$ cat config.mk
export PLATFORM = sky130hd
export DESIGN_NAME = iterated_prime_mixing_hash
export DESIGN_NICKNAME = d
export VERILOG_FILES = /design/src/design/iph_pkg.sv /design/src/design/iterated_prime_mixing_hash.sv /design/src/design/iph_alu.sv
export SDC_FILE = /design/constraint.sdc
export NUM_CORES = 1
export LEC_CHECK = 0
export BUFFER_PORTS_ARGS = -buffer_cell sky130_fd_sc_hd__clkbuf_2
export CAP_MARGIN = 20
export CORE_UTILIZATION = 55
export DETAILED_ROUTE_END_ITERATION = 6
export PLACE_DENSITY_LB_ADDON = 0.12
export SLEW_MARGIN = 30
export SYNTH_ARGS = -nofsm -noshare
export SYNTH_HDL_FRONTEND = slang
export SYNTH_SLANG_ARGS = --single-unit
$ cat constraint.sdc
create_clock -name clock -period 8.1 [get_ports clock]
set_input_delay 0.405 -clock clock [delete_from_list [all_inputs] [get_ports clock]]
set_output_delay 0.405 -clock clock [all_outputs]
set_load 0.03 [all_outputs]
$ cat src/design/iph_pkg.sv
`default_nettype none

package iph_pkg;

   localparam logic [19:0] BIG_MOD   = 20'd999983;
   localparam logic [19:0] MID_MOD   = 20'd7393;
   localparam logic [19:0] BIG_RECIP = 20'd2147;
   localparam logic [19:0] MID_RECIP = 20'd141;
   localparam logic [19:0] PRE_MUL   = 20'd617;
   localparam logic [19:0] PRE_ADD   = 20'h02342;
   localparam logic [19:0] XOR_A     = 20'h55555;
   localparam logic [19:0] XOR_B     = 20'ha57c2;
   localparam logic [19:0] XOR_C     = 20'h20093;
   localparam logic [19:0] LOW_LIMIT = 20'd100;

   localparam logic [2:0] OP_NONE = 3'd0;
   localparam logic [2:0] OP_PRE  = 3'd1;
   localparam logic [2:0] OP_QUO  = 3'd2;
   localparam logic [2:0] OP_PRD  = 3'd3;
   localparam logic [2:0] OP_SCL  = 3'd4;

   typedef struct packed {
      logic [2:0] op;
      logic       mid;
   } ctrl_type;

endpackage

`default_nettype wire

$ cat src/design/iterated_prime_mixing_hash.sv
// Rounds: 1 to 8, set by req_code_in[2:0]; a round that ends below 100 takes an extra
// scaling step; rsp_valid pulses when the last round of the start transaction ends.
// Throughput: one transaction at a time, set by the single shared multiplier;
// busy falls in the cycle rsp_valid pulses, so a new start is taken in that cycle.
// The receiver cannot stall; each result is shown for exactly one cycle.
// Reset (synchronous, active high) returns to idle and drops rsp_valid.
`default_nettype none

module iterated_prime_mixing_hash (
   input  wire logic        clock,
   input  wire logic        reset,
   input  wire logic        start,
   output logic             busy,
   input  wire logic [19:0] req_code_in,
   output logic             rsp_valid,
   output logic      [19:0] rsp_hash_out
);

   localparam logic [2:0] ST_IDLE  = 3'd0;
   localparam logic [2:0] ST_PRE   = 3'd1;
   localparam logic [2:0] ST_QUO   = 3'd2;
   localparam logic [2:0] ST_PRD   = 3'd3;
   localparam logic [2:0] ST_SUB   = 3'd4;
   localparam logic [2:0] ST_SCL   = 3'd5;
   localparam logic [2:0] ST_SMALL = 3'd6;

   localparam logic [1:0] PH_FIRST = 2'd0;
   localparam logic [1:0] PH_MID   = 2'd1;
   localparam logic [1:0] PH_LAST  = 2'd2;

   localparam logic [1:0] MIX_XOR  = 2'd0;
   localparam logic [1:0] MIX_OR   = 2'd1;
   localparam logic [1:0] MIX_MASK = 2'd2;

   function automatic logic [1:0] mix_code(input logic [2:0] t);
      logic [1:0] code;
      case (t)
         3'd0:    code = MIX_MASK;
         3'd3:    code = MIX_OR;
         3'd6:    code = MIX_OR;
         default: code = MIX_XOR;
      endcase
      return code;
   endfunction

   logic [2:0]  state_ff, state_in;
   logic [1:0]  phase_ff, phase_in;
   logic        mid_ff, mid_in;
   logic [2:0]  round_ff, round_in;
   logic [2:0]  last_ff, last_in;
   logic [19:0] v_ff, v_in;
   logic [30:0] x_ff, x_in;
   logic [10:0] q_ff, q_in;
   logic [30:0] p_ff, p_in;
   logic        rsp_valid_ff, rsp_valid_in;
   logic [19:0] rsp_hash_ff, rsp_hash_in;

   iph_pkg::ctrl_type ctrl;
   logic [50:0]       product;
   logic [19:0]       residue;
   logic [19:0]       mixed;
   logic              finish;
   logic [19:0]       fin_value;

   iph_alu u_alu (
      .ctrl    (ctrl),
      .v       (v_ff),
      .x       (x_ff),
      .q       (q_ff),
      .p       (p_ff),
      .product (product),
      .residue (residue)
   );

   always_comb begin
      ctrl.mid = mid_ff;
      case (state_ff)
         ST_PRE:   ctrl.op = iph_pkg::OP_PRE;
         ST_QUO:   ctrl.op = iph_pkg::OP_QUO;
         ST_PRD:   ctrl.op = iph_pkg::OP_PRD;
         ST_SCL:   ctrl.op = iph_pkg::OP_SCL;
         ST_SMALL: ctrl.op = iph_pkg::OP_SCL;
         default:  ctrl.op = iph_pkg::OP_NONE;
      endcase
   end

   always_comb begin
      case (mix_code(round_ff))
         MIX_XOR: mixed = residue ^ iph_pkg::XOR_B;
         MIX_OR:  mixed = residue | iph_pkg::MID_MOD;
         default: mixed = residue ^ (iph_pkg::XOR_B & residue & iph_pkg::MID_MOD);
      endcase
   end

   always_comb begin
      state_in     = state_ff;
      phase_in     = phase_ff;
      mid_in       = mid_ff;
      round_in     = round_ff;
      last_in      = last_ff;
      v_in         = v_ff;
      x_in         = x_ff;
      q_in         = q_ff;
      p_in         = p_ff;
      rsp_valid_in = 1'b0;
      rsp_hash_in  = rsp_hash_ff;
      finish       = 1'b0;
      fin_value    = residue;
      case (state_ff)
         ST_IDLE: begin
            if (start) begin
               v_in     = req_code_in;
               round_in = '0;
               last_in  = req_code_in[2:0];
               state_in = ST_PRE;
            end
         end
         ST_PRE: begin
            x_in     = product[30:0];
            mid_in   = 1'b0;
            phase_in = PH_FIRST;
            state_in = ST_QUO;
         end
         ST_QUO: begin
            q_in     = mid_ff ? product[30:20] : product[41:31];
            state_in = ST_PRD;
         end
         ST_PRD: begin
            p_in     = product[30:0];
            state_in = ST_SUB;
         end
         ST_SUB: begin
            case (phase_ff)
               PH_FIRST: begin
                  x_in     = {11'b0, mixed};
                  mid_in   = 1'b1;
                  phase_in = PH_MID;
                  state_in = ST_QUO;
               end
               PH_MID: begin
                  v_in     = residue ^ iph_pkg::XOR_C;
                  state_in = ST_SCL;
               end
               PH_LAST: begin
                  v_in = residue;
                  if (residue < iph_pkg::LOW_LIMIT) begin
                     state_in = ST_SMALL;
                  end else begin
                     finish = 1'b1;
                  end
               end
               default: begin
                  state_in = ST_IDLE;
               end
            endcase
         end
         ST_SCL: begin
            x_in     = product[30:0];
            mid_in   = 1'b0;
            phase_in = PH_LAST;
            state_in = ST_QUO;
         end
         ST_SMALL: begin
            finish    = 1'b1;
            fin_value = product[19:0];
         end
         default: begin
            state_in = ST_IDLE;
         end
      endcase
      if (finish) begin
         if (round_ff == last_ff) begin
            rsp_valid_in = 1'b1;
            rsp_hash_in  = fin_value;
            state_in     = ST_IDLE;
         end else begin
            round_in = round_ff + 3'd1;
            v_in     = fin_value;
            state_in = ST_PRE;
         end
      end
   end

   always_ff @(posedge clock) begin
      if (reset) begin
         state_ff     <= ST_IDLE;
         phase_ff     <= PH_FIRST;
         mid_ff       <= 1'b0;
         round_ff     <= '0;
         last_ff      <= '0;
         rsp_valid_ff <= 1'b0;
      end else begin
         state_ff     <= state_in;
         phase_ff     <= phase_in;
         mid_ff       <= mid_in;
         round_ff     <= round_in;
         last_ff      <= last_in;
         rsp_valid_ff <= rsp_valid_in;
      end
   end

   always_ff @(posedge clock) begin
      v_ff        <= v_in;
      x_ff        <= x_in;
      q_ff        <= q_in;
      p_ff        <= p_in;
      rsp_hash_ff <= rsp_hash_in;
   end

   assign busy         = (state_ff != ST_IDLE);
   assign rsp_valid    = rsp_valid_ff;
   assign rsp_hash_out = rsp_hash_ff;

endmodule

`default_nettype wire

$ cat src/design/iph_alu.sv
`default_nettype none

module iph_alu (
   input  wire iph_pkg::ctrl_type ctrl,
   input  wire logic [19:0]       v,
   input  wire logic [30:0]       x,
   input  wire logic [10:0]       q,
   input  wire logic [30:0]       p,
   output logic      [50:0]       product,
   output logic      [19:0]       residue
);

   logic [30:0] mul_a;
   logic [19:0] mul_b;
   logic [19:0] addend;
   logic [30:0] diff;
   logic [20:0] estimate;
   logic [19:0] modulus;

   always_comb begin
      mul_a  = '0;
      mul_b  = '0;
      addend = '0;
      case (ctrl.op)
         iph_pkg::OP_PRE: begin
            mul_a  = {11'b0, v ^ iph_pkg::XOR_A};
            mul_b  = iph_pkg::PRE_MUL;
            addend = iph_pkg::PRE_ADD;
         end
         iph_pkg::OP_QUO: begin
            mul_a = x;
            mul_b = ctrl.mid ? iph_pkg::MID_RECIP : iph_pkg::BIG_RECIP;
         end
         iph_pkg::OP_PRD: begin
            mul_a = {20'b0, q};
            mul_b = ctrl.mid ? iph_pkg::MID_MOD : iph_pkg::BIG_MOD;
         end
         iph_pkg::OP_SCL: begin
            mul_a = {11'b0, v};
            mul_b = iph_pkg::MID_MOD;
         end
         default: begin
            mul_a  = '0;
            mul_b  = '0;
            addend = '0;
         end
      endcase
      product = {20'b0, mul_a} * {31'b0, mul_b} + {31'b0, addend};
   end

   // correct the residue left by the quotient estimate, which is short by at most one
   always_comb begin
      modulus  = ctrl.mid ? iph_pkg::MID_MOD : iph_pkg::BIG_MOD;
      diff     = x - p;
      estimate = diff[20:0];
      if (estimate >= {1'b0, modulus}) begin
         residue = 20'(estimate - {1'b0, modulus});
      end else begin
         residue = estimate[19:0];
      end
   end

endmodule

`default_nettype wire

==> metrics.csv <==
metric;value;unit
vias per cell;5.56;
kind of critical path;reg -> reg;
final setup margin;0.200;ns
cell family with most CP delay;adder cells;
number of global-route vias before repair;19700;
Least-Margin Pin Slew;0.866;ns
Final TNS setup;0;ns
CTS tree;done;
largest net degree at the start of global routing;36;
share of Yosys cell area claimed by the top area cell type;0.316;
Main synth FF type;edfxtp_1;
layout cell share with drive strength beyond 1;0.132;
Starting Density;0.561;
Seq cells post-synth;116;
Yosys cell types;96;
post-route cell area;26900;um^2
register area share after synthesis;0.133;
Slew Limit Fails;0;
Post-DP Area;25800;um^2
GRT Resource Usage Total;0.328;
die height;209;um
Reg2Reg Depth;31;
first-pass GRT wire length;109000;um
die area;43900;um^2
Reg area;3160;um^2
CTS root buffer;clkbuf_16;
Routed Antenna Nets;0;
Layout Utilization;0.637;
CP Depth;31;
Crit Path Max Fanout;15;
hold buffer count at CTS;0;
maximum operating frequency;0.127;GHz
status;finished clean;
Crit path top cell by count;fa_1;
critical path's largest stage delay;0.56;ns
core area;42200;um^2
H-Tree Level Count;4;
HP Start;req_code_in[1];
Cell Area, Synth;23700;um^2
Critical Path Start;state_ff[0];
I/O pins;45;
worst vdd ir;0.196;mV
slowest CP cell;fa_1;
Startpoint Class;flop;
buffers added on ports;44;
fin nets;3537;
placed cells;3352;
buffer and inverter count on the worst path;6;
asr flop ratio synth;0;
post-DP HPWL;59400;um
fill count;3638;
Hold Path Class;in -> reg;
DR WL/cell;20.6;um
Worst EP arrival;8.06;ns
Post-synth EDFFs;83;
Synth top cells by count;614 x inv_1, 374 x fa_1, 318 x nor2_1, 287 x ha_1, 133 x nand2_1;
Slew Limit Headroom;0.423;
clk slew on worst S/H paths;0.06;ns
DRT Wirelength;70200;um
# diodes;0;
syn_area_per_cell;9.11;um^2
Cell Rows;75;
clock skew;0.0136;ns
Ys Warns;0;
clock sink total;116;
area leader, netlist;fa_1;
reg2reg start;state_ff[0];
Max Root-Sink Buffers;2;
Final Power;7.12;mW
Clk Latency, worst-skew pair;0.42;ns
count leader, synth;inv_1;
Final Hold Fails;0;
GPL Wtd Cong;0.977;
Synth-to-Final Area Change;13.7;%
total number of vias;18900;
crit end category;flop;
CTS Buf Count;17;
Hold WS;0.265;ns
PD cells;265;nW/um^2
Area contributors post-synth;fa_1 32%, ha_1 15%, edfxtp_1 11%;
Leakage;13.7;nW
final period utilization;0.975;
Setup-failing EPs final;0;
grt ovf;0;
hold depth;3;
Mapped Cells;2600;
Tmin final;7.90;ns
Die Width;209;um
multi-input logic area;18500;um^2
Max-cap violations;0;
CP required;8.26;ns
initial antenna violation count;0;
Non-Filler Instances;3405;
drt initial violations;1550;
Pre-antenna DRT Iters;7;
setup slack at placement;-0.124;ns
drt drc;0;
placed cells by master (no fill, tap or decap), types with 29 or more instances in the layout:
cell type and n:
inv_1 612, fa_1 370, nor2_1 312, ha_1 283, buf_4 156, nand2_1 131, conb_1 97, a21oi_1 85
edfxtp_1 83, xnor2_1 59, o21ai_0 52, clkbuf_2 44, a21o_1 39, mux2i_1 33, xor2_1 30, dfxtp_1 30
a22oi_1 29
worst paths after layout:
kind	endpoint	slack (ns)
setup / recovery	q_ff[9]	0.20
hold / removal	last_ff[1]	0.27
setup reg to reg	q_ff[9]	0.20
hold reg to reg	last_ff[1]	0.52
worst register-to-register path, delay by kind of cell, from the launching register on:
family	cells	cell delay [ns]
compound gates	7	0.81
xor+xnor	1	0.16
fa+ha+maj	8	3.84
buf+inv	6	0.82
flops	1	0.36
mux	1	0.10
simple gates	8	1.52
repair_timing:
item | 4_1_cts | 5_1_grt
pin swaps | 4 | 48
setup endpoints to repair | 7 | 20
gates resized for setup | 7 | 76
cloned | 0 | 2
buffers inserted | 3 | 17
registers in the layout, indices dropped and copies added (netlist names):
| register | count |
|---|---|
| mid_ff | 1 |
| x_ff | 31 |
| p_ff | 21 |
| last_ff | 3 |
| v_ff | 20 |
| phase_ff | 2 |
| q_ff | 11 |
| state_ff | 3 |
| round_ff | 3 |
| rsp_hash_out | 20 |
| rsp_valid | 1 |
layout make-up:
type | count | share of cell area
multi-input combinational | 1884 | 0.688
clock inverter | 14 | 0.00577
clock buffer | 18 | 0.0163
inverter | 616 | 0.0862
tap | 539 | 0.0251
sequential | 116 | 0.117
timing repair buffer | 218 | 0.0612
per-layer routing:
| layer | global-route usage | share of wire |
|---|---|---|
| met5 | 0 | 0 |
| met2 | 0.556 | 0.48 |
| met1 | 0.432 | 0.41 |
| met4 | 0.138 | 0.051 |
| met3 | 0.0331 | 0.057 |
power by group:
part | switching (mW) | total (mW) | internal, mW
Combinational | 3.16 | 5.36 | 2.20
Clock | 0.291 | 0.754 | 0.463
Sequential | 0.105 | 1.01 | 0.902
logic make-up after synthesis:
| logic type | Yosys count | share of synthesized area |
|---|---|---|
| adders and majority gates | 661 | 0.468 |
| DFF | 116 | 0.133 |
| muxes | 56 | 0.0276 |
| other | 2 | 0.000317 |
| AOI/OAI and AO/OA | 380 | 0.113 |
| buffers and inverters | 695 | 0.112 |
| and+or+nand+nor | 598 | 0.111 |
| xor gates and xnor gates | 92 | 0.0347 |
No activity file was read; power rests on OpenSTA's default activity.
